File: config.mk
export PLATFORM = sky130hd
export DESIGN_NAME = shape_footprint_area
export DESIGN_NICKNAME = d
export VERILOG_FILES = /design/src/sv/sfa_pkg.sv /design/src/sv/sfa_mul.sv /design/src/sv/shape_footprint_area.sv
export SDC_FILE = /design/constraint.sdc
export NUM_CORES = 2
export LEC_CHECK = 0
export CAP_MARGIN = 30
export CORE_UTILIZATION = 40
export CTS_CLUSTER_SIZE = 10
export DETAILED_ROUTE_END_ITERATION = 10
export DONT_BUFFER_PORTS = 1
export GPL_TIMING_DRIVEN = 0
export HOLD_SLACK_MARGIN = 0.15
export PLACE_DENSITY = 0.66
export REMOVE_ABC_BUFFERS = 1
export SLEW_MARGIN = 20
export SYNTH_ARGS = -nofsm -noshare
export SYNTH_HDL_FRONTEND = slang
export SYNTH_SLANG_ARGS = --single-unit
export TNS_END_PERCENT = 5
File: constraint.sdc
create_clock -name i_clk -period 11.6 [get_ports i_clk]
set_clock_uncertainty 0.15 [all_clocks]
set_input_delay 1.74 -clock i_clk [delete_from_list [all_inputs] [get_ports i_clk]]
set_output_delay 1.74 -clock i_clk [all_outputs]
set_load 0.01 [all_outputs]
File: src/sv/sfa_pkg.sv
// Shared types and constants of the shape footprint area block.
package sfa_pkg;

    localparam int AREA_W  = 56;   // Q.16 area result
    localparam int SUM_W   = 57;   // cross product accumulator
    localparam int PI_W    = 18;
    localparam int PI_FRAC = 18;   // pi is scaled by 2^16, the square of x by 2^-2: net shift 18

    localparam logic [PI_W-1:0] PI_Q16 = 18'd205887;

    typedef enum logic [1:0] {
        MODE_RECT   = 2'd0,
        MODE_CIRCLE = 2'd1,
        MODE_POLY   = 2'd2,
        MODE_NONE   = 2'd3
    } t_mode;

    typedef enum logic [3:0] {
        S_IDLE,
        S_VERT,
        S_MUL_A,
        S_MUL_B,
        S_DIFF,
        S_SUM,
        S_PI_HI,
        S_PI_LO,
        S_PI_ADD,
        S_FINAL
    } t_state;

endpackage

File: src/sv/sfa_mul.sv
// Shared signed multiplier with a registered product.
module sfa_mul #(
    parameter int MW = 25
) (
    input  logic                   i_clk,
    input  logic signed [MW-1:0]   i_a,
    input  logic signed [MW-1:0]   i_b,
    output logic signed [2*MW-1:0] o_p
);

    logic signed [2*MW-1:0] r_p;

    always_ff @(posedge i_clk) begin
        r_p <= (2*MW)'(i_a) * (2*MW)'(i_b);
    end

    assign o_p = r_p;

endmodule

File: src/sv/shape_footprint_area.sv
// Top level of the shape footprint area block: sequencer, accumulator and output register.
//
// Usage
//   Input channel (i_valid / o_ready) takes one item: i_mode selects a rectangle
//   (area = x * y), a circle (area = (x/2)^2 * pi, truncated) or a polygon vertex.
//   Vertices of a polygon stream in one item each; i_last_vertex closes the ring
//   and yields the shoelace area, floor of half the saturated cross product sum.
//   Output channel (o_valid / i_ready) carries o_area (Q.16, saturated to 56 bits)
//   and o_shape_kind (the mode). A non-final vertex gives no result.
//   Rate: one item at a time; all products go through one registered multiplier.
//   The result shows on the output the cycle after the sequencer's final step.
//   Steps: a rectangle multiplies once; a circle squares, then scales both
//   halves of the square by pi; a later vertex adds its edge's cross product to the sum.
//   The output register frees the datapath: a result waits there while the
//   next item is worked on; if a second result finds it still full, the
//   sequencer holds in its final step until the receiver takes the first.
//   Reset (i_rst_n low, synchronous) returns to idle, drops any pending result
//   and closes any open polygon.
module shape_footprint_area #(
    parameter int COORD_WIDTH  = 24,
    parameter int MAX_VERTICES = 256
) (
    input  logic                          i_clk,
    input  logic                          i_rst_n,
    input  logic                          i_valid,
    output logic                          o_ready,
    input  logic [1:0]                    i_mode,
    input  logic signed [COORD_WIDTH-1:0] i_coord_x,
    input  logic signed [COORD_WIDTH-1:0] i_coord_y,
    input  logic                          i_last_vertex,
    output logic                          o_valid,
    input  logic                          i_ready,
    output logic signed [sfa_pkg::AREA_W-1:0] o_area,
    output logic [1:0]                    o_shape_kind
);

    // Multiplier operand width: a coordinate magnitude or the pi constant.
    localparam int MW    = (COORD_WIDTH + 1 > sfa_pkg::PI_W + 1) ?
                           COORD_WIDTH + 1 : sfa_pkg::PI_W + 1;
    localparam int PW    = 2 * MW;
    // Working register: holds products, clamped differences and the circle sum.
    localparam int AW    = (2 * COORD_WIDTH + 20 > 60) ? 2 * COORD_WIDTH + 20 : 60;
    localparam int CNT_W = $clog2(MAX_VERTICES + 1);
    localparam int SW    = sfa_pkg::SUM_W;
    localparam int RW    = sfa_pkg::AREA_W;

    localparam logic signed [SW-1:0] SUM_MAX  = {1'b0, {(SW-1){1'b1}}};
    localparam logic signed [SW-1:0] SUM_MIN  = {1'b1, {(SW-1){1'b0}}};
    localparam logic signed [RW-1:0] AREA_MAX = {1'b0, {(RW-1){1'b1}}};
    localparam logic signed [RW-1:0] AREA_MIN = {1'b1, {(RW-1){1'b0}}};

    localparam logic signed [AW-1:0] D_HI   = AW'(SUM_MAX) + AW'(1);
    localparam logic signed [AW-1:0] D_LO   = AW'(SUM_MIN) - AW'(1);
    localparam logic signed [AW:0]   S_HI   = (AW+1)'(SUM_MAX);
    localparam logic signed [AW:0]   S_LO   = (AW+1)'(SUM_MIN);
    localparam logic signed [AW-1:0] A_HI   = AW'(AREA_MAX);
    localparam logic signed [AW-1:0] A_LO   = AW'(AREA_MIN);

    sfa_pkg::t_state r_state, n_state;
    sfa_pkg::t_mode  r_mode, n_mode;

    logic signed [COORD_WIDTH-1:0] r_x, n_x, r_y, n_y;
    logic signed [COORD_WIDTH-1:0] r_first_x, n_first_x, r_first_y, n_first_y;
    logic signed [COORD_WIDTH-1:0] r_prev_x, n_prev_x, r_prev_y, n_prev_y;
    logic                          r_last, n_last;
    logic                          r_close, n_close;     // working on the ring closing edge
    logic                          r_open, n_open;
    logic [CNT_W-1:0]              r_cnt, n_cnt;
    logic signed [SW-1:0]          r_sum, n_sum;
    logic signed [AW-1:0]          r_acc, n_acc;
    logic                          r_out_valid, n_out_valid;
    logic signed [RW-1:0]          r_area, n_area;
    logic [1:0]                    r_kind, n_kind;

    logic signed [MW-1:0] mul_a, mul_b;
    logic signed [PW-1:0] prod;
    logic signed [AW-1:0] prod_ext;
    logic signed [COORD_WIDTH:0] x_ext, x_abs;
    logic signed [AW-1:0] diff;
    logic signed [AW:0]   sum_wide;
    logic signed [AW-1:0] circ_q;
    logic signed [SW-1:0] half_sum;
    logic signed [MW-1:0] op_pi, op_sq_hi, op_sq_lo;
    logic                 load_out;

    sfa_mul #(.MW(MW)) u_mul (
        .i_clk (i_clk),
        .i_a   (mul_a),
        .i_b   (mul_b),
        .o_p   (prod)
    );

    // Datapath helpers feeding the sequencer.
    assign prod_ext = AW'(prod);
    assign x_ext    = (COORD_WIDTH+1)'(r_x);
    assign x_abs    = r_x[COORD_WIDTH-1] ? -x_ext : x_ext;
    assign diff     = r_acc - prod_ext;
    assign sum_wide = (AW+1)'(r_sum) + (AW+1)'(r_acc);
    assign circ_q   = r_acc >>> sfa_pkg::PI_FRAC;
    assign half_sum = r_sum >>> 1;
    assign op_pi    = MW'($signed({1'b0, sfa_pkg::PI_Q16}));
    // Square split in two halves so each pi product stays in the shared multiplier.
    assign op_sq_hi = MW'($signed({1'b0, r_acc[2*COORD_WIDTH-1:COORD_WIDTH]}));
    assign op_sq_lo = MW'($signed({1'b0, r_acc[COORD_WIDTH-1:0]}));

    always_ff @(posedge i_clk) begin
        if (!i_rst_n) begin
            r_state     <= sfa_pkg::S_IDLE;
            r_out_valid <= 1'b0;
            r_open      <= 1'b0;
            r_cnt       <= '0;
            r_sum       <= '0;
            r_close     <= 1'b0;
            r_first_x   <= '0;
            r_first_y   <= '0;
            r_prev_x    <= '0;
            r_prev_y    <= '0;
        end else begin
            r_state     <= n_state;
            r_out_valid <= n_out_valid;
            r_open      <= n_open;
            r_cnt       <= n_cnt;
            r_sum       <= n_sum;
            r_close     <= n_close;
            r_first_x   <= n_first_x;
            r_first_y   <= n_first_y;
            r_prev_x    <= n_prev_x;
            r_prev_y    <= n_prev_y;
        end
    end

    always_ff @(posedge i_clk) begin
        r_mode <= n_mode;
        r_x    <= n_x;
        r_y    <= n_y;
        r_last <= n_last;
        r_acc  <= n_acc;
        r_area <= n_area;
        r_kind <= n_kind;
    end

    always_comb begin
        n_state   = r_state;
        n_mode    = r_mode;
        n_x       = r_x;
        n_y       = r_y;
        n_last    = r_last;
        n_close   = r_close;
        n_open    = r_open;
        n_cnt     = r_cnt;
        n_sum     = r_sum;
        n_acc     = r_acc;
        n_first_x = r_first_x;
        n_first_y = r_first_y;
        n_prev_x  = r_prev_x;
        n_prev_y  = r_prev_y;
        n_area    = r_area;
        n_kind    = r_kind;
        mul_a     = '0;
        mul_b     = '0;
        load_out  = 1'b0;

        unique case (r_state)
            sfa_pkg::S_IDLE: begin
                if (i_valid) begin
                    n_x     = i_coord_x;
                    n_y     = i_coord_y;
                    n_last  = i_last_vertex;
                    n_mode  = sfa_pkg::t_mode'(i_mode);
                    n_close = 1'b0;
                    unique case (sfa_pkg::t_mode'(i_mode))
                        sfa_pkg::MODE_RECT,
                        sfa_pkg::MODE_CIRCLE: n_state = sfa_pkg::S_MUL_A;
                        sfa_pkg::MODE_POLY:   n_state = sfa_pkg::S_VERT;
                        sfa_pkg::MODE_NONE:   n_state = sfa_pkg::S_FINAL;
                    endcase
                end
            end
            sfa_pkg::S_VERT: begin
                priority if (!r_open) begin
                    // Opening vertex: ring starts here, empty sum.
                    n_first_x = r_x;
                    n_first_y = r_y;
                    n_prev_x  = r_x;
                    n_prev_y  = r_y;
                    n_sum     = '0;
                    n_open    = 1'b1;
                    n_cnt     = CNT_W'(1);
                    n_state   = r_last ? sfa_pkg::S_FINAL : sfa_pkg::S_IDLE;
                end else if (r_cnt < CNT_W'(MAX_VERTICES) || r_last) begin
                    n_state = sfa_pkg::S_MUL_A;
                end else begin
                    // Vertex over the limit and not closing: dropped.
                    n_state = sfa_pkg::S_IDLE;
                end
            end
            sfa_pkg::S_MUL_A: begin
                unique case (r_mode)
                    sfa_pkg::MODE_RECT: begin
                        mul_a = MW'(r_x);
                        mul_b = MW'(r_y);
                    end
                    sfa_pkg::MODE_CIRCLE: begin
                        mul_a = MW'(x_abs);
                        mul_b = MW'(x_abs);
                    end
                    default: begin
                        mul_a = r_close ? MW'(r_x) : MW'(r_prev_x);
                        mul_b = r_close ? MW'(r_first_y) : MW'(r_y);
                    end
                endcase
                n_state = sfa_pkg::S_MUL_B;
            end
            sfa_pkg::S_MUL_B: begin
                n_acc = prod_ext;
                unique case (r_mode)
                    sfa_pkg::MODE_RECT:   n_state = sfa_pkg::S_FINAL;
                    sfa_pkg::MODE_CIRCLE: n_state = sfa_pkg::S_PI_HI;
                    default: begin
                        mul_a   = r_close ? MW'(r_first_x) : MW'(r_x);
                        mul_b   = r_close ? MW'(r_y) : MW'(r_prev_y);
                        n_state = sfa_pkg::S_DIFF;
                    end
                endcase
            end
            sfa_pkg::S_DIFF: begin
                // Cross product, clamped one past the accumulator range.
                priority if (diff > D_HI) begin
                    n_acc = D_HI;
                end else if (diff < D_LO) begin
                    n_acc = D_LO;
                end else begin
                    n_acc = diff;
                end
                n_state = sfa_pkg::S_SUM;
            end
            sfa_pkg::S_SUM: begin
                priority if (sum_wide > S_HI) begin
                    n_sum = SUM_MAX;
                end else if (sum_wide < S_LO) begin
                    n_sum = SUM_MIN;
                end else begin
                    n_sum = SW'(sum_wide);
                end
                if (r_close) begin
                    n_state = sfa_pkg::S_FINAL;
                end else begin
                    n_prev_x = r_x;
                    n_prev_y = r_y;
                    n_cnt    = r_cnt + CNT_W'(1);
                    if (r_last) begin
                        n_close = 1'b1;
                        n_state = sfa_pkg::S_MUL_A;
                    end else begin
                        n_state = sfa_pkg::S_IDLE;
                    end
                end
            end
            sfa_pkg::S_PI_HI: begin
                mul_a   = op_sq_hi;
                mul_b   = op_pi;
                n_state = sfa_pkg::S_PI_LO;
            end
            sfa_pkg::S_PI_LO: begin
                mul_a   = op_sq_lo;
                mul_b   = op_pi;
                n_acc   = prod_ext <<< COORD_WIDTH;
                n_state = sfa_pkg::S_PI_ADD;
            end
            sfa_pkg::S_PI_ADD: begin
                n_acc   = r_acc + prod_ext;
                n_state = sfa_pkg::S_FINAL;
            end
            sfa_pkg::S_FINAL: begin
                if (!r_out_valid || i_ready) begin
                    load_out = 1'b1;
                    n_kind   = r_mode;
                    n_state  = sfa_pkg::S_IDLE;
                    unique case (r_mode)
                        sfa_pkg::MODE_RECT: begin
                            priority if (r_acc > A_HI) begin
                                n_area = AREA_MAX;
                            end else if (r_acc < A_LO) begin
                                n_area = AREA_MIN;
                            end else begin
                                n_area = RW'(r_acc);
                            end
                        end
                        sfa_pkg::MODE_CIRCLE: begin
                            n_area = (circ_q > A_HI) ? AREA_MAX : RW'(circ_q);
                        end
                        sfa_pkg::MODE_POLY: begin
                            n_area = RW'(half_sum);
                            n_open = 1'b0;
                            n_cnt  = '0;
                            n_sum  = '0;
                        end
                        sfa_pkg::MODE_NONE: begin
                            n_area = '0;
                        end
                    endcase
                end
            end
        endcase

        n_out_valid = load_out ? 1'b1 : (i_ready ? 1'b0 : r_out_valid);
    end

    assign o_ready      = (r_state == sfa_pkg::S_IDLE);
    assign o_valid      = r_out_valid;
    assign o_area       = r_area;
    assign o_shape_kind = r_kind;

endmodule

After elaboration in Yosys (flattened, before gate mapping)
Index checks and enable logic that the tools add are counted.
- output and inout bits: 60
- logic and storage cells: 133
- memories: 0
- register bits after elaboration: 396
- ROM bits: 0
- bits in latches: 0
- RAM bits: 0
- bits of input ports: 55
- reduce and logical (&&, ||, !) cells: 24
- div/mod/pow operators: 0
- shift operators: 0
- add/sub/neg operators: 5
- $mul: 1
- muxes and demuxes: 56
- bitwise operators: 1
- eq/ne operators: 20
- order comparisons: 8
- operators with widths (operator ; number):
    $mux 57 ; 5
    $pmux 68 s4 ; 1
    $pmux 56 s4 ; 1
    $mux 25 ; 7
    $pmux 57 s3 ; 1
    $mux 56 ; 3
    $mux 68 ; 2
    $pmux 25 s2 ; 2
    $pmux 25 s4 ; 1
    $mux 24 ; 4
    $pmux 24 s2 ; 2
    $pmux 25 s3 ; 1
    $add 57x68->69 ; 1
    $gt 69x57->1 const B ; 1
    $lt 69x57->1 const B ; 1
    $add 68x50->68 ; 1
    $gt 68x56->1 const B ; 1
    $gt 68x58->1 const B ; 1
    $lt 68x56->1 const B ; 1
    $lt 68x58->1 const B ; 1
    $sub 68x50->68 ; 1
    $gt 50x56->1 const B ; 1
    $mul 25x25->50 ; 1
    $pmux 4 s10 ; 1
    other kinds (31) ; 73

Depth between registers and ports, before layout
- depth after elaboration: 5
- mapped depth: 39
- depth with buffers taken out: 37

Hierarchy
Synthesis repeated with hierarchy kept, for this count alone.
- cell total of the unflattened synthesis: 6557
- area, all modules: 54817.6 um^2
- modules (own cells, without submodules) (module ; seq. area each (um^2) ; area each (um^2) ; cells an instance ; times used):
    shape_footprint_area ; 8698.3 ; 30704.4 ; 3976 ; 1
    sfa_mul ; 1001.0 ; 24113.1 ; 2581 ; 1

Worst setup path after synthesis
Ideal clock, no wire load.
- path kind: flip-flop to flip-flop
- start point: reg r_x[10]
- end point: reg u_mul.r_p[49] (netlist: u_mul.o_p[49])
- setup time: 0.121 ns
- path slack: 1.721 ns
- data required time: 11.329 ns
- period minus slack after synthesis: 9.879 ns
- cell stages (with the launch flop): 35
- path buffers: 2
- arrival: 9.608 ns
- cell sequence: edfxtp_1 -> clkbuf_1 -> or4_1 -> or4_1 -> or2_2 -> or3_1 -> o31ai_1 -> xor2_1 -> nor2_1 -> a221oi_1 -> o221a_2 -> buf_1 -> nor2_1 -> fa_1 -> fa_1 -> inv_1 -> fa_1 -> fa_1 -> inv_1 -> fa_1 -> fa_1 -> inv_1 -> fa_1 -> inv_1 -> ha_1 -> and3_1 -> nand2_1 -> o21ai_0 -> o31a_1 -> a41oi_1 -> a2111oi_0 -> nor3_1 -> o31ai_1 -> a21oi_1 -> xnor2_1
- word-level cells in the longest chain between the ends: 5
- elaborated cells on any way between the ends: 10
- those cells by class: add/sub: 1; mul: 1; mux: 8
- RTL lines (what ; RTL line ; RTL):
    start, declared ; shape_footprint_area.sv:62 ; logic signed [COORD_WIDTH-1:0] r_x, n_x, r_y, n_y;
    start signal, assigned ; shape_footprint_area.sv:134 ; r_x <= n_x;
    $neg 24->25 ; shape_footprint_area.sv:96 ; assign x_abs = r_x[COORD_WIDTH-1] ? -x_ext : x_ext;
    $mux 25 ; shape_footprint_area.sv:96 ;
    $pmux 25 s2 ; shape_footprint_area.sv:198 ; unique case (r_mode)
    $pmux 25 s4 or $pmux 25 s3 (tied branches) ; shape_footprint_area.sv:163 ; unique case (r_state)
    $mul 25x25->50 (*) ; sfa_mul.sv:14 ; r_p <= (2*MW)'(i_a) * (2*MW)'(i_b);
    end signal, assigned ; sfa_mul.sv:14 ;
    end, declared ; sfa_mul.sv:11 ; logic signed [2*MW-1:0] r_p;
Every way passes the cells marked *; elsewhere a longest branch is shown, timed or not.
A chain may end at the register's enable or synchronous reset.

Worst setup path after layout
Same ends and word-level chain as after synthesis.

==> impl_metrics.ini <==
[power_and_ir_drop]
seqPwrFrac = 0.230
p_sw_w = 0.00569
internal-power_w = 0.00492
ir_drop_mv = 0.154
power.leakage_nw = 25.2
power_density_nw_per_um2 = 183
p_clk_frac = 0.144
comb_power_share = 0.625
swShare = 0.536

[route]
dr_total_vias = 46400
antenna_left = 0
met1_length_mm = 73.5
drtIter0Drc = 4845
wl_met2_mm = 83.5
routed.top_layer = met5
wl_met3_mm = 20.0
dr.pass1.iters = 6
vias_per_cell = 5.90
drcViolationCount = 0
routedWlPerCell_um = 23.7
routed_wl_mm = 187

[die]
ios = 115
fp.dieW_um = 367
coreArea_um2 = 132000
die-area_um2 = 134000
start_util = 0.404
rows = 133
die_y_um = 367

[setup_path]
cpMostUsedCell = fa_1
critPathArrivalTime_ns = 11.51
crit_fanout = 15
slowest_stage = or4_1
critPathKind = flip-flop to flip-flop
reg2reg_depth = 35
cpPeakStageDelay_ns = 0.69
cp-end-kind = flip-flop
cp-start-kind = flip-flop
r2r-start = r_x[10]
crit_required_ns = 12.01
worstSetupStartpoint = r_x[10]

[layout]
final_nets = 7131
layout-drive-gt1-share = 0.0552
syn2layout_area_growth_pct = 8.86
fin_area_um2 = 57900
finish.utilization = 0.440
fillers = 12900

[run]
maxCapViolCount = 0

[clock_tree]
clock-sinks = 396
cts_buffer_depth = 3
path_clk_slew_ns = 0.06
cts_tree = yes
clock_latency_ns = 0.65
root_buffer = clkbuf_16
numCtsBuffers = 50
htree_levels = 2

[grt]
grt_pass1_wl_mm = 284
grt_use_total = 0.275
grt_max_degree = 107
grt_pass1_vias = 46400
grt_overflow_total = 0
antenna_found_initial = 8

[timing]
hold_viol = 0
worstMarginPinSlew_ns = 1.02
tns_ns = 0
slew_violations = 0
slew_headroom = 0.323
rsz0062_at_grt = no
fmax_ghz = 0.0901
period_needed_ns = 11.10
period_share = 0.957
postLayoutSetupSlackWorst_ns = 0.498
setup_viol = 0

[yosys]
syn_inst = 6271
synth.avg_cell_area_um2 = 8.49
synth.area.top_cells = fa_1 25%, edfxtp_1 10%, dfxtp_1 8.2%
synthArstFlopShare = 0
yosys.cell_types.count = 93
synth.cell_area_um2 = 53200
synth-seq-cells = 396
synth-main-ff-cell = dfxtp_1
yosysSeqAreaShare = 0.182
synth-edff-count = 177
yosysWarnings = 0
synth_top_area_cell = fa_1
synth_top_area_share = 0.249

[outcome]
outcome = finished, final reports clean

[placed_design]
dpl_worst_slack_ns = -0.158
post_dp_cell_area_um2 = 56100
gp_congestion = 0.988
dp.final_hpwl_mm = 146
io_buffers = 0

[worst_hold_path]
min_from = r_prev_y[9]
hp-class = flip-flop to flip-flop
whs_path_depth = 2
worst paths after layout:
kind / slack (ns) / end
max: 0.50 / u_mul.o_p[49]
min: 0.31 / r_prev_y[9]
max reg2reg: 0.50 / u_mul.o_p[49]
min reg2reg: 0.31 / r_prev_y[9]
cells by family (layout without fill, tap and decap cells):
kind of cell	after synthesis	count (layout)	share of synthesized area
simple gates	1837	1837	0.153
compound gates	1442	1442	0.191
buf+inv	1279	1117	0.0922
fa+ha+maj	1007	1007	0.330
flops	396	396	0.182
xor+xnor	256	256	0.0421
mux	54	54	0.0102
other cells	0	4	0
critical path, delay by kind of cell (launching register included):
kind | cells | cell delay [ns]
and+or+nand+nor | 7 | 2.35
AOI/OAI and AO/OA | 14 | 3.52
adders and majority gates | 8 | 3.88
buffers and inverters | 4 | 0.20
xor gates and xnor gates | 2 | 0.36
DFF | 1 | 0.59
through the flow:
step	hold slack, ns	std cells	total power (W)
floorplan	0.290	5915	0.00631
global placement	0.297	7670	0.00844
detailed placement	0.303	7766	0.00884
CTS	0.310	7858	0.0104
global route	0.332	7864	0.0112
finish	0.308	7868	0.0106
routing by layer:
metal,vias up,track usage
met2,2390,0.437
met3,487,0.0678
met1,22900,0.353
li1,20600,-
met5,-,0
met4,4,0.118
synth_stat cells, types with 29 or more instances:
| cell | count |
|---|---|
| dfxtp_1 | 219 |
| xor2_1 | 84 |
| clkbuf_1 | 304 |
| a221oi_1 | 55 |
| inv_1 | 921 |
| o31ai_1 | 80 |
| nand4_1 | 61 |
| mux2i_1 | 53 |
| a211oi_1 | 37 |
| ha_1 | 346 |
| and2_1 | 32 |
| nor2b_1 | 89 |
| o21bai_1 | 62 |
| nand2b_1 | 59 |
| edfxtp_1 | 177 |
| nand2_1 | 709 |
| nor4_1 | 29 |
| a221o_1 | 66 |
| o21a_1 | 38 |
| a21oi_1 | 359 |
| nor2_1 | 615 |
| o21ai_1 | 47 |
| a22oi_1 | 55 |
| o21ai_0 | 175 |
| a21boi_0 | 109 |
| a21o_1 | 94 |
| o221ai_1 | 34 |
| fa_1 | 661 |
| nor3_1 | 66 |
| nand3_1 | 64 |
| xnor2_1 | 172 |
registers in the layout, indices dropped and copies added (netlist names), 2 cells and up:
| name | cells |
|---|---|
| r_acc | 68 |
| r_sum | 57 |
| o_area | 56 |
| u_mul.o_p | 50 |
| r_first_x | 24 |
| r_first_y | 24 |
| r_prev_x | 24 |
| r_prev_y | 24 |
| r_x | 24 |
| r_y | 24 |
| r_cnt | 9 |
| r_state | 4 |
| o_shape_kind | 2 |
| r_mode | 2 |
cells in the final DEF (no fill, tap or decap), types with 24 or more instances in the layout:
| cell type | instances |
|---|---|
| ha_1 | 345 |
| a221o_1 | 66 |
| a211oi_1 | 37 |
| mux2i_1 | 53 |
| xor2_1 | 84 |
| a21o_1 | 94 |
| nand2b_1 | 58 |
| xnor2_1 | 172 |
| clkbuf_1 | 24 |
| nand3_1 | 64 |
| nor4_1 | 27 |
| or3_1 | 25 |
| fa_1 | 661 |
| o21ai_0 | 174 |
| o31ai_1 | 79 |
| a22oi_1 | 55 |
| dfxtp_1 | 218 |
| buf_16 | 25 |
| o221ai_2 | 32 |
| edfxtp_1 | 177 |
| and2_1 | 32 |
| nor3_1 | 62 |
| o21a_1 | 38 |
| a221oi_1 | 47 |
| o21ai_1 | 44 |
| o21bai_1 | 62 |
| nor2_1 | 608 |
| inv_1 | 920 |
| clkbuf_16 | 50 |
| nor2b_1 | 86 |
| a21boi_0 | 109 |
| nand2_1 | 705 |
| nand4_1 | 61 |
| a21oi_1 | 356 |
layout make-up:
type	instances	area [µm²]	share of cell area
tap	1755	2200	0.0379
clock buffer	81	1440	0.0248
inverter	923	3470	0.0599
sequential	396	9700	0.168
clock inverter	11	130	0.00225
antenna	4	10.0	0.000173
timing repair buffer	102	1620	0.0280
multi-input combinational	4596	39400	0.680
repair_timing:
item	4_1_cts	5_1_grt
gates resized for setup	1	19
pin swaps	0	2
cloned	0	0
buffers inserted	0	3
setup endpoints to repair	1	11
hold buffers	0	0
power by group through the flow:
| stage | clock [W] | combinational, W | sequential [W] |
|---|---|---|---|
| 6_report | 0.00153 | 0.00664 | 0.00244 |
| 3_3_place_gp | 0 | 0.00596 | 0.00248 |
| 5_1_grt | 0.00161 | 0.00715 | 0.00244 |
| 4_1_cts | 0.00155 | 0.00644 | 0.00241 |
| 3_5_place_dp | 0 | 0.00640 | 0.00244 |
| 2_1_floorplan | 0 | 0.00418 | 0.00213 |
Note: power is estimated with default switching activity, not from simulation.
